### src/hdl/cqufi_pkg.sv
// Shared constants, codes and types for the class queue block.
// No dependencies; used by scoped names in the design, checker and bench files.
package cqufi_pkg;

	localparam int NUM_CLASSES_DEF = 32;
	localparam int QUEUE_DEPTH_DEF = 8;
	localparam int ID_WIDTH_DEF    = 16;

	localparam int CLASS_W   = 5;
	localparam int STATUS_W  = 2;
	localparam int QCOUNT_W  = 4;
	// wide enough for an occupancy of up to 127
	localparam int CNT_MAX_W = 7;

	localparam logic [STATUS_W-1:0] ST_ADDED  = 2'd0;
	localparam logic [STATUS_W-1:0] ST_FULL   = 2'd1;
	localparam logic [STATUS_W-1:0] ST_SERVED = 2'd2;
	localparam logic [STATUS_W-1:0] ST_EMPTY  = 2'd3;

	localparam logic ACT_ADD   = 1'b0;
	localparam logic ACT_SERVE = 1'b1;

	localparam logic [1:0] OP_KEEP = 2'd0;
	localparam logic [1:0] OP_HEAD = 2'd1;
	localparam logic [1:0] OP_TAIL = 2'd2;
	localparam logic [1:0] OP_POP  = 2'd3;

	typedef struct packed {
		logic                 we;
		logic [1:0]           op;
		logic [CNT_MAX_W-1:0] cnt;
	} cell_ctrl_t;

endpackage

### src/hdl/cqufi_cell.sv
// One slot position of every class queue: a per-class slot memory plus shift logic.
// Depends on cqufi_pkg; neighbors are chained in the top level.
module cqufi_cell #(
	parameter int NUM_CLASSES = cqufi_pkg::NUM_CLASSES_DEF,
	parameter int ENT_W       = cqufi_pkg::ID_WIDTH_DEF + 1,
	parameter int INDEX       = 0,
	parameter int CLS_W       = (NUM_CLASSES > 1) ? $clog2(NUM_CLASSES) : 1
) (
	input  logic                   clk,
	input  logic                   rd_en,
	input  logic [CLS_W-1:0]       addr,
	input  cqufi_pkg::cell_ctrl_t  ctrl,
	input  logic [ENT_W-1:0]       new_ent,
	input  logic [ENT_W-1:0]       prev_ent,
	input  logic [ENT_W-1:0]       next_ent,
	output logic [ENT_W-1:0]       cur_ent
);

	localparam logic [cqufi_pkg::CNT_MAX_W-1:0] IDX  = cqufi_pkg::CNT_MAX_W'(INDEX);
	localparam logic [cqufi_pkg::CNT_MAX_W-1:0] IDX1 = cqufi_pkg::CNT_MAX_W'(INDEX + 1);

	logic [ENT_W-1:0] mem_q [NUM_CLASSES];
	logic [ENT_W-1:0] rd_q;
	logic [ENT_W-1:0] nxt;

	always_comb begin
		case (ctrl.op)
			cqufi_pkg::OP_HEAD: nxt = (IDX <= ctrl.cnt) ? prev_ent : rd_q;
			cqufi_pkg::OP_TAIL: nxt = (IDX == ctrl.cnt) ? new_ent : rd_q;
			cqufi_pkg::OP_POP: begin
				// the slot vacated at the tail is freed
				if (IDX1 < ctrl.cnt)
					nxt = next_ent;
				else if (IDX1 == ctrl.cnt)
					nxt = '0;
				else
					nxt = rd_q;
			end
			default: nxt = rd_q;
		endcase
	end

	always_ff @(posedge clk) begin
		if (ctrl.we && ctrl.op != cqufi_pkg::OP_KEEP)
			mem_q[addr] <= nxt;
		if (rd_en)
			rd_q <= mem_q[addr];
	end

	assign cur_ent = rd_q;

endmodule

### config.mk
export PLATFORM = sky130hd
export DESIGN_NAME = cqufi_cell
export DESIGN_NICKNAME = d
export VERILOG_FILES = /design/src/hdl/cqufi_pkg.sv /design/src/hdl/cqufi_cell.sv
export SDC_FILE = /design/constraint.sdc
export NUM_CORES = 1
export LEC_CHECK = 0
export BUFFER_PORTS_ARGS = -buffer_cell sky130_fd_sc_hd__buf_2
export CAP_MARGIN = 20
export CORE_MARGIN = 4
export CORE_UTILIZATION = 50
export CTS_CLUSTER_DIAMETER = 40
export DETAILED_ROUTE_END_ITERATION = 12
export PLACE_DENSITY = 0.67
export REMOVE_ABC_BUFFERS = 1
export SYNTH_ARGS = -nofsm -noshare
export SYNTH_HDL_FRONTEND = slang
export SYNTH_SLANG_ARGS = --single-unit
### constraint.sdc
create_clock -name clk -period 3.9 [get_ports clk]
set_clock_uncertainty 0.05 [all_clocks]
set_input_delay 0.39 -clock clk [delete_from_list [all_inputs] [get_ports clk]]
set_output_delay 0.39 -clock clk [all_outputs]
set_load 0.01 [all_outputs]
==> results.sh <==
export IMPL_worstSetupPathType="in -> reg"
export IMPL_drc_errors=0
export IMPL_n_fill_cell=3223
export IMPL_antenna_cells=0
export IMPL_finalSetupTns_ns=0
export IMPL_syn_area_sq_um=22400
export IMPL_fp_row_count=77
export IMPL_holdPathStages=1
export IMPL_synth_avg_cell_area_sq_um=17.3
export IMPL_overflow=0
export IMPL_cts_tree="yes"
export IMPL_coreArea_sq_um=44200
export IMPL_internal_power_w=0.0103
export IMPL_p_leak_nw=9.16
export IMPL_synth_yosys_seq_area_share=0.752
export IMPL_grt_use_total=0.250
export IMPL_r2r_end="mem_q[22][4]$_DFFE_PP_"
export IMPL_die_height_um=220
export IMPL_viasPerCell=6.30
export IMPL_multi_input_area_sq_um=5280
export IMPL_ctsHoldBuffers=0
export IMPL_vias=13200
export IMPL_nets=1521
export IMPL_ys_ff_latch=561
export IMPL_p_seq_frac=0.520
export IMPL_die_x_um=220
export IMPL_swShare=0.221
export IMPL_dr_pass1_iters=6
export IMPL_place_gp_congestion=0.903
export IMPL_most_common_layout_cells="edfxtp_1, mux2i_1, o22ai_1, buf_2, buf_4"
export IMPL_wl_per_cell_um=29.1
export IMPL_maxCapViolCount=0
export IMPL_critPathRequiredTime_ns=4.31
export IMPL_die_area_sq_um=48200
export IMPL_postCtsSetupRepairBufs=0
export IMPL_pwr_share_comb=0.066
export IMPL_status="finished clean"
export IMPL_post_cts_resized=0
export IMPL_clockBufferDepth=3
export IMPL_p_sw_w=0.00292
export IMPL_clk_pin_slew_ns=0.06
export IMPL_port_buffers=84
export IMPL_tightestPinTransition_ns=1.08
export IMPL_wirelength_um=60800
export IMPL_cts_made_buffers=60
export IMPL_endpoint_kind="flop"
export IMPL_hold_end="cur_ent[9]$_DFFE_PP_"
export IMPL_start_util=0.506
export IMPL_finalHoldViolCount=0
export IMPL_hold_class="in -> reg"
export IMPL_grt_max_degree=69
export IMPL_insertion_delay_ns=0.62
export IMPL_r2r_start="cur_ent[4]$_DFFE_PP_"
export IMPL_ant_nets=0
export IMPL_fmax_ghz=0.398
export IMPL_irDropWorstVdd_v=0.000358
export IMPL_drt_iter0_drc=1800
export IMPL_synth_cell_types=38
export IMPL_rsz0062_at_grt="no"
export IMPL_cts_sinks=561
export IMPL_reg2reg_depth=5
export IMPL_regArea_sq_um=16800
export IMPL_antenna_found_initial=0
export IMPL_slew_viol_final=0
export IMPL_finalCritPeriodShare=0.645
export IMPL_worstPathMaxFanout=25
export IMPL_cts_root_buf="clkbuf_16"
export IMPL_period_needed_ns=2.51
export IMPL_syn_inst=1296
export IMPL_dp_hpwl_um=37300
export IMPL_drive_gt1_frac=0.209
export IMPL_clock_power_share=0.414
export IMPL_critPathLaunchType="primary input"
export IMPL_grt_pass1_vias=12700
export IMPL_worstPathArrival_ns=2.92
export IMPL_syn_to_final_growth_pct=16.6
export IMPL_setup_violations=0
export IMPL_final_common_cell="edfxtp_1"
export IMPL_powerDensity_nw_per_um2=506
export IMPL_min_delay_start="rd_en"
export IMPL_worst_hold_slack_ns=0.250
export IMPL_grt_pass1_wl_um=86800
export IMPL_slew_headroom=0.280
export IMPL_pin_count=85
export IMPL_rrSetupSlack_ns=2.02
export IMPL_h_tree_depth=2
export IMPL_yosysWarningCount=0
metrics by stage:
step	std cells	total power, W	setup slack, ns	utilization	cell area [sq um]
final	2091	0.0132	1.39	0.591	26100
after global routing	2091	0.0136	1.32	0.591	26100
after CTS	2089	0.0133	1.41	0.590	26100
after detailed placement	1981	0.00785	0.768	0.547	24200
after global placement	1979	0.00783	0.705	0.546	24100
after floorplan	1209	0.00736	1.02	-	22000
synth_stat cells:
cell | count | area, sq um
buf_1 | 2 | 7.51
nand2b_1 | 13 | 81.3
o2111ai_1 | 1 | 8.76
o21a_1 | 5 | 37.5
o41ai_2 | 1 | 16.3
nor3_1 | 5 | 25.0
nor2_8 | 1 | 20.0
a221oi_1 | 5 | 43.8
or4_1 | 1 | 7.51
buf_8 | 1 | 15.0
or4b_1 | 4 | 40.0
or3b_2 | 3 | 26.3
o221ai_1 | 11 | 96.3
clkbuf_1 | 24 | 90.1
and2_1 | 1 | 6.26
mux2i_1 | 294 | 2940
nand3b_1 | 2 | 15.0
nand2_1 | 21 | 78.8
or3_1 | 3 | 18.8
inv_1 | 1 | 3.75
or2_2 | 1 | 6.26
or2_4 | 1 | 8.76
buf_6 | 2 | 22.5
o21ai_0 | 7 | 35.0
edfxtp_1 | 561 | 16800
a21oi_1 | 12 | 60.1
a31oi_1 | 13 | 81.3
nor2_1 | 40 | 150
o31a_1 | 1 | 8.76
or4_4 | 1 | 11.3
nand3_1 | 1 | 5.00
nor4_1 | 46 | 288
nand4bb_1 | 6 | 67.6
o22ai_1 | 137 | 857
o211ai_1 | 5 | 37.5
nand4_1 | 1 | 6.26
nand4b_1 | 4 | 35.0
buf_2 | 58 | 290
layer usage:
| metal | GRT usage | vias up | part of all wire |
|---|---|---|---|
| li1 | - | 5603 | - |
| met1 | 0.349 | 6715 | 0.40 |
| met2 | 0.400 | 723 | 0.47 |
| met3 | 0.0422 | 136 | 0.095 |
| met4 | 0.0911 | 0 | 0.035 |
| met5 | 0 | - | 0 |
worst max-delay path by stage:
stage | depth (start not counted) | end | slack (ns) | start
CTS | 5 | mem_q[14][9]$_DFFE_PP_ | 1.41 | ctrl[1]
global placement | 5 | mem_q[19][12]$_DFFE_PP_ | 0.70 | ctrl[1]
detailed placement | 5 | mem_q[11][9]$_DFFE_PP_ | 0.77 | ctrl[1]
floorplan | 4 | mem_q[0][13]$_DFFE_PP_ | 1.02 | ctrl[1]
finish | 6 | mem_q[28][6]$_DFFE_PP_ | 1.39 | ctrl[1]
global route | 6 | mem_q[28][6]$_DFFE_PP_ | 1.32 | ctrl[1]
sequential cells by signal, summed over array words and instances (netlist names):
signal   cells
cur_ent     17
mem_q      544
power by group through the flow:
stage	logic, W	clock network (W)	registers, W
floorplan	0.000360	0	0.00700
global placement	0.000830	0	0.00700
detailed placement	0.000858	0	0.00700
CTS	0.000861	0.00552	0.00687
global route	0.000924	0.00578	0.00687
finish	0.000877	0.00548	0.00687
cell families after synthesis:
| group | after synthesis | share of synthesized area |
|---|---|---|
| buf+inv | 88 | 0.0192 |
| simple gates | 155 | 0.0401 |
| mux | 294 | 0.131 |
| flops | 561 | 0.752 |
| compound gates | 198 | 0.0573 |
final cells by class:
class | instances | area share
clock inverter | 36 | 0.0129
timing repair buffer | 182 | 0.0515
multi-input combinational | 647 | 0.202
clock buffer | 72 | 0.0600
inverter | 1 | 0.000144
sequential | 561 | 0.645
tap | 592 | 0.0284
worst max-delay path: stages:
cell and delay [ns]:
buf_2 0.11, or4_4 0.70, o31a_1 0.41, a21oi_1 0.15
o21a_1 0.85, buf_4 0.30
Note: power is estimated with default switching activity, not from simulation.
